<file path="src/rtl/scp_pkg.sv">
// Shared types and constants for the serial command parser.
// Used by every module under rtl/; no dependencies.
`timescale 1ns / 1ps
`default_nettype none

package scp_pkg;

  localparam int MaxValuesDef = 32;
  localparam int TextBytesDef = 32;

  localparam int CountW     = 7;
  localparam int StoreAddrW = 6;
  localparam int CfgIndexW  = 2;
  localparam int CfgDataW   = 64;
  localparam int OutDataW   = 64;

  typedef enum logic [CfgIndexW-1:0] {
    CFG_VALUE_LOW  = 2'd0,
    CFG_VALUE_HIGH = 2'd1,
    CFG_PLAIN_LOW  = 2'd2,
    CFG_PLAIN_HIGH = 2'd3
  } cfg_index_e;

  typedef enum logic [1:0] {
    KIND_NONE   = 2'd0,
    KIND_SCALAR = 2'd1,
    KIND_VECTOR = 2'd2,
    KIND_TEXT   = 2'd3
  } payload_kind_e;

  typedef enum logic [3:0] {
    PH_OPCODE       = 4'd0,
    PH_PAYLOAD      = 4'd1,
    PH_VEC_START    = 4'd3,
    PH_SCALAR_DIGIT = 4'd4,
    PH_VEC_DIGIT    = 4'd5,
    PH_SCALAR_MORE  = 4'd6,
    PH_VEC_MORE     = 4'd7,
    PH_SEPARATOR    = 4'd8,
    PH_TEXT         = 4'd9
  } phase_e;

  localparam logic [7:0] ChMinus  = 8'h2D;
  localparam logic [7:0] ChOpen   = 8'h5B;
  localparam logic [7:0] ChClose  = 8'h5D;
  localparam logic [7:0] ChComma  = 8'h2C;
  localparam logic [7:0] ChQuote  = 8'h22;
  localparam logic [7:0] ChSpace  = 8'h20;
  localparam logic [7:0] ChLf     = 8'h0A;
  localparam logic [7:0] ChCr     = 8'h0D;
  localparam logic [7:0] ChZero   = 8'h30;
  localparam logic [7:0] ChNine   = 8'h39;

  typedef struct packed {
    logic [7:0]        opcode;
    payload_kind_e     kind;
    logic [CountW-1:0] count;
    logic [31:0]       number;
  } cmd_desc_t;

  typedef struct packed {
    logic                  v_we;
    logic [StoreAddrW-1:0] v_addr;
    logic [31:0]           v_data;
    logic                  t_we;
    logic [StoreAddrW-1:0] t_addr;
    logic [7:0]            t_data;
  } store_wr_t;

endpackage

`default_nettype wire

</file>
<file path="src/rtl/scp_front.sv">
// Byte classifier and grammar FSM; holds the opcode maps.
// Emits store writes and command descriptors. Depends on scp_pkg.
`timescale 1ns / 1ps
`default_nettype none

module scp_front #(
  parameter int MAX_VALUES = scp_pkg::MaxValuesDef,
  parameter int TEXT_BYTES = scp_pkg::TextBytesDef
) (
  input  wire logic                           clk_i,
  input  wire logic                           rst_ni,
  input  wire logic                           cfg_we_i,
  input  wire logic [scp_pkg::CfgIndexW-1:0]  cfg_index_i,
  input  wire logic [scp_pkg::CfgDataW-1:0]   cfg_data_i,
  input  wire logic                           in_valid_i,
  output logic                                in_ready_o,
  input  wire logic [7:0]                     in_byte_i,
  input  wire logic                           queue_full_i,
  input  wire logic                           store_busy_i,
  output logic                                push_o,
  output scp_pkg::cmd_desc_t                  desc_o,
  output scp_pkg::store_wr_t                  wr_o
);
  import scp_pkg::*;

  localparam int VCW = $clog2(MAX_VALUES + 1);
  localparam int TCW = $clog2(TEXT_BYTES);

  logic [127:0]   vmap_q, pmap_q;
  phase_e         phase_q, phase_d;
  logic [7:0]     opcode_q, opcode_d;
  logic           neg_q, neg_d;
  logic [31:0]    acc_q, acc_d;
  logic [VCW-1:0] vcnt_q, vcnt_d;
  logic [TCW-1:0] tcnt_q, tcnt_d;

  logic fire, is_dig, is_sep, in_vmap, in_pmap, v_room, t_room;
  logic [31:0]    dval;
  logic [VCW-1:0] vcnt_push;

  function automatic logic [31:0] add_digit(input logic [31:0] acc, input logic [7:0] b,
                                            input logic neg);
    logic [31:0] d, m;
    d = {28'd0, b[3:0] - ChZero[3:0]};
    m = (acc << 3) + (acc << 1);
    return neg ? m - d : m + d;
  endfunction

  assign in_ready_o = !queue_full_i &&
                      !(store_busy_i && (phase_q == PH_VEC_MORE || phase_q == PH_TEXT));
  assign fire    = in_valid_i && in_ready_o;
  assign is_dig  = (in_byte_i >= ChZero) && (in_byte_i <= ChNine);
  assign is_sep  = (in_byte_i == ChSpace) || (in_byte_i == ChLf) || (in_byte_i == ChCr);
  assign in_vmap = !in_byte_i[7] && vmap_q[in_byte_i[6:0]];
  assign in_pmap = !in_byte_i[7] && pmap_q[in_byte_i[6:0]];
  assign dval    = {28'd0, in_byte_i[3:0] - ChZero[3:0]};
  assign v_room  = vcnt_q < VCW'(MAX_VALUES);
  assign t_room  = tcnt_q < TCW'(TEXT_BYTES - 1);
  assign vcnt_push = v_room ? vcnt_q + VCW'(1) : vcnt_q;

  always_comb begin
    phase_d  = phase_q;
    opcode_d = opcode_q;
    neg_d    = neg_q;
    acc_d    = acc_q;
    vcnt_d   = vcnt_q;
    tcnt_d   = tcnt_q;
    push_o   = 1'b0;
    desc_o   = '{opcode: opcode_q, kind: KIND_NONE, count: '0, number: '0};
    wr_o     = '{v_we: 1'b0, v_addr: StoreAddrW'(vcnt_q), v_data: acc_q,
                 t_we: 1'b0, t_addr: StoreAddrW'(tcnt_q), t_data: in_byte_i};
    if (fire) begin
      phase_d = PH_OPCODE;
      case (phase_q)
        PH_OPCODE: begin
          if (in_vmap || in_pmap) begin
            opcode_d = in_byte_i;
            vcnt_d   = '0;
            tcnt_d   = '0;
            phase_d  = in_vmap ? PH_PAYLOAD : PH_SEPARATOR;
          end
        end
        PH_SEPARATOR: begin
          if (is_sep) begin
            push_o = 1'b1;
          end
        end
        PH_PAYLOAD: begin
          if (in_byte_i == ChOpen) begin
            acc_d   = '0;
            neg_d   = 1'b1;
            phase_d = PH_VEC_START;
          end else if (in_byte_i == ChMinus) begin
            acc_d   = '0;
            neg_d   = 1'b1;
            phase_d = PH_SCALAR_DIGIT;
          end else if (is_dig) begin
            acc_d   = dval;
            neg_d   = 1'b0;
            phase_d = PH_SCALAR_MORE;
          end else if (in_byte_i == ChQuote) begin
            tcnt_d  = '0;
            phase_d = PH_TEXT;
          end
        end
        PH_SCALAR_DIGIT, PH_VEC_DIGIT: begin
          if (is_dig) begin
            acc_d   = add_digit('0, in_byte_i, neg_q);
            phase_d = (phase_q == PH_SCALAR_DIGIT) ? PH_SCALAR_MORE : PH_VEC_MORE;
          end
        end
        PH_SCALAR_MORE: begin
          if (is_dig) begin
            acc_d   = add_digit(acc_q, in_byte_i, neg_q);
            phase_d = PH_SCALAR_MORE;
          end else if (is_sep) begin
            vcnt_d = VCW'(1);
            push_o = 1'b1;
            desc_o = '{opcode: opcode_q, kind: KIND_SCALAR, count: CountW'(1), number: acc_q};
          end
        end
        PH_VEC_START: begin
          if (in_byte_i == ChMinus) begin
            acc_d   = '0;
            neg_d   = 1'b1;
            phase_d = PH_VEC_DIGIT;
          end else if (is_dig) begin
            acc_d   = dval;
            neg_d   = 1'b0;
            phase_d = PH_VEC_MORE;
          end
        end
        PH_VEC_MORE: begin
          if (is_dig) begin
            acc_d   = add_digit(acc_q, in_byte_i, neg_q);
            phase_d = PH_VEC_MORE;
          end else if (in_byte_i == ChComma || in_byte_i == ChClose) begin
            wr_o.v_we = v_room;
            vcnt_d    = vcnt_push;
            if (in_byte_i == ChComma) begin
              phase_d = PH_VEC_START;
            end else begin
              push_o = 1'b1;
              desc_o = '{opcode: opcode_q, kind: KIND_VECTOR,
                         count: CountW'(vcnt_push), number: '0};
            end
          end
        end
        PH_TEXT: begin
          if (in_byte_i == ChQuote) begin
            push_o = 1'b1;
            desc_o = '{opcode: opcode_q, kind: KIND_TEXT,
                       count: CountW'(tcnt_q), number: '0};
          end else begin
            phase_d = PH_TEXT;
            if (t_room) begin
              wr_o.t_we = 1'b1;
              tcnt_d    = tcnt_q + TCW'(1);
            end
          end
        end
        default: phase_d = PH_OPCODE;
      endcase
    end
  end

  always_ff @(posedge clk_i or negedge rst_ni) begin
    if (!rst_ni) begin
      phase_q  <= PH_OPCODE;
      opcode_q <= '0;
      neg_q    <= 1'b0;
      acc_q    <= '0;
      vcnt_q   <= '0;
      tcnt_q   <= '0;
    end else begin
      phase_q  <= phase_d;
      opcode_q <= opcode_d;
      neg_q    <= neg_d;
      acc_q    <= acc_d;
      vcnt_q   <= vcnt_d;
      tcnt_q   <= tcnt_d;
    end
  end

  always_ff @(posedge clk_i or negedge rst_ni) begin
    if (!rst_ni) begin
      vmap_q <= 128'd1;
      pmap_q <= '0;
    end else if (cfg_we_i) begin
      case (cfg_index_e'(cfg_index_i))
        CFG_VALUE_LOW:  vmap_q[63:0]   <= cfg_data_i;
        CFG_VALUE_HIGH: vmap_q[127:64] <= cfg_data_i;
        CFG_PLAIN_LOW:  pmap_q[63:0]   <= cfg_data_i;
        CFG_PLAIN_HIGH: pmap_q[127:64] <= cfg_data_i;
        default: ;
      endcase
    end
  end

endmodule

`default_nettype wire

</file>
<file path="src/rtl/scp_queue.sv">
// Two-entry command descriptor queue between front and back.
// Depends on scp_pkg.
`timescale 1ns / 1ps
`default_nettype none

module scp_queue (
  input  wire logic         clk_i,
  input  wire logic         rst_ni,
  input  wire logic         push_i,
  input  scp_pkg::cmd_desc_t desc_i,
  output logic              full_o,
  output logic              valid_o,
  input  wire logic         pop_i,
  output scp_pkg::cmd_desc_t desc_o
);
  import scp_pkg::*;

  cmd_desc_t  slot_q [2];
  logic       wp_q, rp_q;
  logic [1:0] cnt_q;

  assign full_o  = cnt_q == 2'd2;
  assign valid_o = cnt_q != 2'd0;
  assign desc_o  = slot_q[rp_q];

  always_ff @(posedge clk_i) begin
    if (push_i) begin
      slot_q[wp_q] <= desc_i;
    end
  end

  always_ff @(posedge clk_i or negedge rst_ni) begin
    if (!rst_ni) begin
      wp_q  <= 1'b0;
      rp_q  <= 1'b0;
      cnt_q <= '0;
    end else begin
      if (push_i) wp_q <= !wp_q;
      if (pop_i)  rp_q <= !rp_q;
      cnt_q <= cnt_q + 2'(push_i) - 2'(pop_i);
    end
  end

endmodule

`default_nettype wire

</file>
<file path="src/rtl/scp_back.sv">
// Value and text stores plus the result run sequencer with output register.
// Depends on scp_pkg.
`timescale 1ns / 1ps
`default_nettype none

module scp_back #(
  parameter int MAX_VALUES = scp_pkg::MaxValuesDef,
  parameter int TEXT_BYTES = scp_pkg::TextBytesDef
) (
  input  wire logic                         clk_i,
  input  wire logic                         rst_ni,
  input  scp_pkg::store_wr_t                wr_i,
  input  wire logic                         cmd_valid_i,
  input  scp_pkg::cmd_desc_t                cmd_i,
  output logic                              pop_o,
  output logic                              busy_o,
  output logic                              out_valid_o,
  input  wire logic                         out_ready_i,
  output logic [scp_pkg::OutDataW-1:0]      out_data_o,
  output logic [1:0]                        out_kind_o,
  output logic                              out_last_o
);
  import scp_pkg::*;

  localparam int TD  = TEXT_BYTES - 1;
  localparam int VAW = (MAX_VALUES > 1) ? $clog2(MAX_VALUES) : 1;
  localparam int TAW = (TD > 1) ? $clog2(TD) : 1;

  logic [31:0] vmem [MAX_VALUES];
  logic [7:0]  tmem [TD];

  logic              active_q;
  cmd_desc_t         cur_q;
  logic [CountW-1:0] idx_q;
  logic              ovalid_q, olast_q;
  cmd_desc_t         out_q;
  logic [4:0]        oidx_q;
  logic [31:0]       vrd_q;
  logic [7:0]        trd_q;

  logic              issue, fin;
  logic [CountW-1:0] nbeats;
  logic [31:0]       num;
  logic [7:0]        ch;

  assign nbeats = (cur_q.count == '0) ? CountW'(1) : cur_q.count;
  assign fin    = idx_q == nbeats - CountW'(1);
  assign issue  = active_q && (!ovalid_q || out_ready_i);
  assign pop_o  = !active_q && cmd_valid_i;
  assign busy_o = active_q;

  always_ff @(posedge clk_i) begin
    if (wr_i.v_we) vmem[wr_i.v_addr[VAW-1:0]] <= wr_i.v_data;
    if (wr_i.t_we) tmem[wr_i.t_addr[TAW-1:0]] <= wr_i.t_data;
    if (issue) begin
      vrd_q <= vmem[idx_q[VAW-1:0]];
      trd_q <= tmem[idx_q[TAW-1:0]];
    end
  end

  always_ff @(posedge clk_i) begin
    if (pop_o) cur_q <= cmd_i;
    if (issue) begin
      out_q   <= cur_q;
      oidx_q  <= (cur_q.count == '0) ? 5'd0 : idx_q[4:0];
      olast_q <= fin;
    end
  end

  always_ff @(posedge clk_i or negedge rst_ni) begin
    if (!rst_ni) begin
      active_q <= 1'b0;
      idx_q    <= '0;
      ovalid_q <= 1'b0;
    end else begin
      if (pop_o) begin
        active_q <= 1'b1;
        idx_q    <= '0;
      end else if (issue) begin
        idx_q <= idx_q + CountW'(1);
        if (fin) active_q <= 1'b0;
      end
      if (issue) begin
        ovalid_q <= 1'b1;
      end else if (out_ready_i) begin
        ovalid_q <= 1'b0;
      end
    end
  end

  always_comb begin
    case (out_q.kind)
      KIND_SCALAR: num = out_q.number;
      KIND_VECTOR: num = vrd_q;
      default:     num = '0;
    endcase
    ch = (out_q.kind == KIND_TEXT && out_q.count != '0) ? trd_q : 8'd0;
  end

  assign out_valid_o = ovalid_q;
  assign out_kind_o  = out_q.kind;
  assign out_last_o  = olast_q;
  assign out_data_o  = {5'd0, ch, num, oidx_q, out_q.count[5:0], out_q.opcode};

endmodule

`default_nettype wire

</file>
<file path="src/rtl/serial_command_parser.sv">
// Serial command parser: takes one command byte per beat on the slave stream and
// emits one run of result beats per completed command on the master stream.
// While a command is parsed a byte is taken every cycle unless the queue is full
// or the body hold below applies. A finished command enters a two-entry queue;
// its run starts once it has passed the queue and the back's command register,
// moves one beat per cycle while the master stream is ready, paced by the store
// read and the output register, and ends before the next run starts. Bytes
// inside a vector or text body are held while an earlier run is still queued or
// being sent, since that run reads the value and text stores they would write.
// Depends on scp_pkg, scp_front, scp_queue and scp_back.
`timescale 1ns / 1ps
`default_nettype none

module serial_command_parser #(
  parameter int MAX_VALUES = scp_pkg::MaxValuesDef,
  parameter int TEXT_BYTES = scp_pkg::TextBytesDef
) (
  input  wire logic                          clk_i,
  input  wire logic                          rst_ni,
  input  wire logic                          cfg_we_i,
  input  wire logic [scp_pkg::CfgIndexW-1:0] cfg_index_i,
  input  wire logic [scp_pkg::CfgDataW-1:0]  cfg_data_i,
  input  wire logic                          s_axis_tvalid,
  output logic                               s_axis_tready,
  input  wire logic [7:0]                    s_axis_tdata,  // rx_byte
  output logic                               m_axis_tvalid,
  input  wire logic                          m_axis_tready,
  // opcode[7:0] item_count[13:8] item_index[18:14] number[50:19] text_char[58:51]
  output logic [scp_pkg::OutDataW-1:0]       m_axis_tdata,
  output logic [1:0]                         m_axis_tuser,  // payload_kind
  output logic                               m_axis_tlast   // last
);
  import scp_pkg::*;

  logic      push, qfull, qvalid, pop, busy;
  cmd_desc_t desc_in, desc_out;
  store_wr_t wr;

  scp_front #(
    .MAX_VALUES(MAX_VALUES),
    .TEXT_BYTES(TEXT_BYTES)
  ) u_front (
    .clk_i        (clk_i),
    .rst_ni       (rst_ni),
    .cfg_we_i     (cfg_we_i),
    .cfg_index_i  (cfg_index_i),
    .cfg_data_i   (cfg_data_i),
    .in_valid_i   (s_axis_tvalid),
    .in_ready_o   (s_axis_tready),
    .in_byte_i    (s_axis_tdata),
    .queue_full_i (qfull),
    .store_busy_i (qvalid || busy),
    .push_o       (push),
    .desc_o       (desc_in),
    .wr_o         (wr)
  );

  scp_queue u_queue (
    .clk_i   (clk_i),
    .rst_ni  (rst_ni),
    .push_i  (push),
    .desc_i  (desc_in),
    .full_o  (qfull),
    .valid_o (qvalid),
    .pop_i   (pop),
    .desc_o  (desc_out)
  );

  scp_back #(
    .MAX_VALUES(MAX_VALUES),
    .TEXT_BYTES(TEXT_BYTES)
  ) u_back (
    .clk_i       (clk_i),
    .rst_ni      (rst_ni),
    .wr_i        (wr),
    .cmd_valid_i (qvalid),
    .cmd_i       (desc_out),
    .pop_o       (pop),
    .busy_o      (busy),
    .out_valid_o (m_axis_tvalid),
    .out_ready_i (m_axis_tready),
    .out_data_o  (m_axis_tdata),
    .out_kind_o  (m_axis_tuser),
    .out_last_o  (m_axis_tlast)
  );

endmodule

`default_nettype wire
</file>
<file path="config.mk">
export PLATFORM = sky130hd
export DESIGN_NAME = serial_command_parser
export DESIGN_NICKNAME = d
export VERILOG_FILES = /design/src/rtl/scp_pkg.sv /design/src/rtl/scp_front.sv /design/src/rtl/scp_queue.sv /design/src/rtl/scp_back.sv /design/src/rtl/serial_command_parser.sv
export SDC_FILE = /design/constraint.sdc
export NUM_CORES = 2
export LEC_CHECK = 0
export BUFFER_PORTS_ARGS = -buffer_cell sky130_fd_sc_hd__buf_2
export CAP_MARGIN = 20
export CORE_MARGIN = 2
export CORE_UTILIZATION = 40
export CTS_CLUSTER_SIZE = 12
export DETAILED_ROUTE_END_ITERATION = 10
export GPL_TIMING_DRIVEN = 0
export HOLD_SLACK_MARGIN = 0.15
export PLACE_DENSITY_LB_ADDON = 0.15
export SETUP_SLACK_MARGIN = 0.2
export SYNTH_ARGS = -nofsm -noshare
export SYNTH_HDL_FRONTEND = slang
export SYNTH_SLANG_ARGS = --single-unit
</file>
<file path="constraint.sdc">
create_clock -name clk_i -period 5.6 [get_ports clk_i]
set_input_delay 0.28 -clock clk_i [delete_from_list [all_inputs] [get_ports clk_i]]
set_output_delay 0.28 -clock clk_i [all_outputs]
set_load 0.02 [all_outputs]
</file>
==> impl_results.html <==
<table>
<tr><th>Metric</th><th>Value</th></tr>
<tr><th colspan="2">Status</th></tr>
<tr><td>Status</td><td>finished, final reports clean</td></tr>
<tr><th colspan="2">Drt</th></tr>
<tr><td>Number of nets with antenna violations after detailed routing</td><td>0</td></tr>
<tr><td>First DRT Iteration DRCs</td><td>3325</td></tr>
<tr><td>Via total after detailed routing</td><td>39300</td></tr>
<tr><td>Drt first pass iters</td><td>7</td></tr>
<tr><td>Vias per Instance</td><td>5.54</td></tr>
<tr><td>Wirelength per Cell</td><td>28.2 µm</td></tr>
<tr><td>WL final</td><td>201 mm</td></tr>
<tr><td>DRC violation count after routing</td><td>0</td></tr>
<tr><th colspan="2">Setup path</th></tr>
<tr><td>Count of buffering cells on the critical path with inverters included</td><td>5</td></tr>
<tr><td>Most Frequent Cell on Critical Path</td><td>nor2_1</td></tr>
<tr><td>Largest delay contributor family on the critical path</td><td>buffers and inverters</td></tr>
<tr><td>Critical path capture point type</td><td>flop</td></tr>
<tr><td>Worst Path Arrival</td><td>5710 ps</td></tr>
<tr><td>Critical Path Fanout Max</td><td>33</td></tr>
<tr><td>Longest individual stage delay on the worst path</td><td>820 ps</td></tr>
<tr><td>Worst endpoint required time</td><td>6100 ps</td></tr>
<tr><td>CP Launch Type</td><td>primary input</td></tr>
<tr><td>Crit-path cells</td><td>dlygate4sd3_1 -&gt; buf_2 -&gt; clkbuf_1 -&gt; clkdlybuf4s15_1 -&gt; nand3_1 -&gt; nor2_1 -&gt; nor2_1 -&gt; nor4_1 -&gt; nand2_1 -&gt; nor2_4 -&gt; buf_12</td></tr>
<tr><td>Standard cell with the maximum stage delay on the critical path</td><td>clkdlybuf4s15_1</td></tr>
<tr><td>Category of the critical setup timing path</td><td>primary input to flop</td></tr>
<tr><th colspan="2">Die</th></tr>
<tr><td>Die span in y</td><td>roughly 440 µm</td></tr>
<tr><td>Initial Util</td><td>between 40 and 50%</td></tr>
<tr><td>Die area</td><td>192000 µm²</td></tr>
<tr><td>Number of placed I/O pins</td><td>around 150</td></tr>
<tr><td>CORE AREA</td><td>188000 µm²</td></tr>
<tr><td>Cell row count</td><td>around 160</td></tr>
<tr><td>Horizontal die dimension</td><td>approximately 440 µm</td></tr>
<tr><th colspan="2">Synth</th></tr>
<tr><td>Synth async-reset ratio</td><td>17.7%</td></tr>
<tr><td>Cell type with the largest total area after synthesis</td><td>edfxtp_1</td></tr>
<tr><td>Main area contributors after synthesis</td><td>edfxtp_1 (60%), mux4_2 (14%), dfrtp_1 (11%)</td></tr>
<tr><td>Area of the mapped netlist</td><td>75400 µm²</td></tr>
<tr><td>EDFF count, synth</td><td>between 1500 and 2000</td></tr>
<tr><td>Number of standard cells after synthesis</td><td>3898</td></tr>
<tr><td>Total number of yosys warnings</td><td>0</td></tr>
<tr><td>Most frequent cell after synthesis</td><td>edfxtp_1</td></tr>
<tr><td>Number of distinct library cell variants in the gate-level netlist after synthesis</td><td>86</td></tr>
<tr><td>Cell types with the highest counts after synthesis</td><td>edfxtp_1 (1510), mux4_2 (472), mux2_2 (353)</td></tr>
<tr><td>Share of the yosys chip area belonging to registers</td><td>70.9%</td></tr>
<tr><td>Seq cells post-synth</td><td>1835</td></tr>
<tr><td>Share of the synthesized area in the top cell type</td><td>60.2%</td></tr>
<tr><td>Flip-flop cell with the highest count after synthesis</td><td>edfxtp_1</td></tr>
<tr><td>Syn_area_per_cell</td><td>19.3 µm²</td></tr>
<tr><th colspan="2">Finish</th></tr>
<tr><td>Area overhead of the layout relative to synthesis</td><td>18.0%</td></tr>
<tr><td>Layout fillers</td><td>15800</td></tr>
<tr><td>Final cell area excluding filler cells</td><td>89000 µm²</td></tr>
<tr><td>Net count reported at finish</td><td>4602</td></tr>
<tr><td>Share of final-layout standard cells stronger than drive strength 1</td><td>32.0%</td></tr>
<tr><td>Non-filler cells in the finished layout</td><td>7106</td></tr>
<tr><td>Post-layout utilization of the core</td><td>47.4%</td></tr>
<tr><th colspan="2">Global route</th></tr>
<tr><td>Vias in the first global route</td><td>40100</td></tr>
<tr><td>Number of antenna violations at the first check in global routing</td><td>9</td></tr>
<tr><td>GRT Overall Usage</td><td>20.9%</td></tr>
<tr><td>Wire length of the first global-routing pass</td><td>288 mm</td></tr>
<tr><td>Global-route congestion overflow total</td><td>0</td></tr>
<tr><td>Pin count of the biggest net entering global routing</td><td>between 90 and 100</td></tr>
<tr><th colspan="2">STA</th></tr>
<tr><td>Hold Slack</td><td>292 ps</td></tr>
<tr><td>Accumulated negative setup slack</td><td>0 ps</td></tr>
<tr><td>Max Transition Viols Final</td><td>0</td></tr>
<tr><td>Maximum clock rate</td><td>0.192 GHz</td></tr>
<tr><td>Worst Tran Pin Value</td><td>1170 ps</td></tr>
<tr><td>Final setup violation count</td><td>0</td></tr>
<tr><td>Fraction of the cycle the final worst path needs</td><td>93.1%</td></tr>
<tr><td>Clock skew</td><td>49.9 ps</td></tr>
<tr><td>Min Clock Period, post-route</td><td>around 5200 ps</td></tr>
<tr><td>Final critical-path setup slack</td><td>388 ps</td></tr>
<tr><td>Setup repair after global routing missed its margin</td><td>yes</td></tr>
<tr><td>Final Hold Vio Count</td><td>0</td></tr>
<tr><td>Slew Limit Headroom</td><td>21.9%</td></tr>
<tr><th colspan="2">CTS</th></tr>
<tr><td>H-Tree Level Count</td><td>4</td></tr>
<tr><td>Clock transition at path regs</td><td>about 60 ps</td></tr>
<tr><td>CTS tree</td><td>built</td></tr>
<tr><td>Inserted Clock Buffers</td><td>190</td></tr>
<tr><td>Clock buffer depth</td><td>3</td></tr>
<tr><td>Sink count of the clock tree</td><td>about 1800</td></tr>
<tr><td>Clock latency reported for the late side of the worst-skew pair</td><td>820 ps</td></tr>
<tr><td>Clock root buffer</td><td>clkbuf_16</td></tr>
<tr><th colspan="2">Power and ir drop</th></tr>
<tr><td>P_leak</td><td>28.2 nW</td></tr>
<tr><td>Part of the total power dissipated in sequential elements</td><td>45.9%</td></tr>
<tr><td>Pwr Density</td><td>between 300 and 400 nW/µm²</td></tr>
<tr><td>Reported net switching power</td><td>9.37 mW</td></tr>
<tr><td>Clock Power Share</td><td>between 30% and 40%</td></tr>
<tr><td>Comb power frac</td><td>19.7%</td></tr>
<tr><td>Design internal power</td><td>25.0 mW</td></tr>
<tr><td>Worst IR drop on VDD</td><td>0.000294 V</td></tr>
<tr><td>Switching fraction of total power</td><td>between 20% and 30%</td></tr>
<tr><td>Final Total Pwr</td><td>34.3 mW</td></tr>
<tr><th colspan="2">Placed design</th></tr>
<tr><td>Worst-case setup slack after placement</td><td>-84.2 ps</td></tr>
<tr><td>Placed instance count</td><td>6639</td></tr>
<tr><td>Area after DPL</td><td>81700 µm²</td></tr>
<tr><td>HPWL reported at the end of detailed placement</td><td>139 mm</td></tr>
<tr><td>Weighted congestion reported at the end of routability-driven placement</td><td>0.836</td></tr>
<tr><td>Number of I/O port buffers</td><td>~140</td></tr>
<tr><th colspan="2">Hold path</th></tr>
<tr><td>Worst Hold Class</td><td>primary input to flop</td></tr>
<tr><th colspan="2">Job</th></tr>
<tr><td>Max-cap violations</td><td>0</td></tr>
</table>
[flip-flops by register name, indices dropped and copies added, names as in the netlist, 7 cells and up]
name	flops
u_back.vrd_q	32
u_back.out_data_o	14
u_front.opcode_q	8
u_back.vmem	1024
u_back.tmem	248
u_front.acc_q	32
u_queue.slot_q	96
u_front.vmap_q	128
u_back.idx_q	7
u_back.out_q	32
u_back.cur_q	48
u_front.pmap_q	128
u_back.trd_q	8
[per-layer routing]
layer | track usage, % | share of wire [%]
met1 | 29.8 | 45
met2 | 33.1 | 48
met3 | 3.69 | 5.2
met4 | 5.97 | 2.7
met5 | 0 | 0.013
[final cells by class]
class	count	area, µm²	share of cell area (%)
timing repair buffer	374	4460	5.01
tap	2495	3120	3.51
inverter	32	120	0.135
antenna	2	5.00	0.00563
buffer	226	982	1.10
clock buffer	260	5140	5.78
clock inverter	74	579	0.651
multi-input combinational	1808	21100	23.7
sequential	1835	53500	60.1
[power by group through the flow]
| stage | Combinational, mW | Clock, mW | Sequential [mW] |
|---|---|---|---|
| 3_5_place_dp | 6.79 | 0 | 16.0 |
| 5_1_grt | 7.22 | 12.6 | 15.8 |
| 4_1_cts | 6.86 | 12.1 | 15.8 |
| 2_1_floorplan | 4.11 | 0 | 15.9 |
| 3_3_place_gp | 6.43 | 0 | 16.1 |
| 6_report | 6.78 | 11.8 | 15.8 |
[cell families after synthesis]
logic type / count (synthesis) / synth area share (%)
flip-flops: 1835 / 70.9
multiplexers: 837 / 19.5
AND/OR/NAND/NOR: 532 / 3.45
AO/OA/AOI/OAI: 299 / 2.73
buffers and inverters: 259 / 1.45
XOR/XNOR: 79 / 0.918
adder cells (fa/ha/maj): 56 / 0.959
other: 1 / 0.00498
[path summary, 6_finish.rpt]
kind,startpoint,endpoint,slack (ps),cells after the start
min in group asynchronous,rst_ni,u_queue.rp_q,630,4
max reg2reg,u_front.acc_q[0],u_front.acc_q[30],790,13
min reg2reg,u_back.cur_q[42],u_back.out_data_o[1],410,0
max,s_axis_tdata[3],u_back.vmem[30][4],390,11
max in group asynchronous,rst_ni,u_front.vmap_q[56],3760,6
min,cfg_data_i[49],u_front.vmap_q[49],290,3
[worst reg2reg max path: cells and delay by family, from the launching register on]
family	cells	cell delay, ps
compound gates	6	1800
flops	1	590
xor+xnor	2	740
simple gates	3	760
fa+ha+maj	2	810
[repair_timing]
action	4_1_cts	5_1_grt
setup buffers	0	47
hold buffers	77	0
gates resized for setup	0	3
setup endpoints to repair	0	446
hold endpoints to repair	628	0
[cell usage in the layout (no fill, tap or decap), types with 51 or more instances in the layout]
master,count
mux4_2,472
edfxtp_1,1510
clkbuf_16,191
dlygate4sd3_1,76
and2_1,51
mux2_2,353
nand2_1,119
buf_2,161
clkbuf_1,209
nor2_1,155
xnor2_1,55
o21ai_0,69
dfrtp_1,324
ha_1,53
a21oi_1,67
No activity file was read; power rests on OpenSTA's default activity.
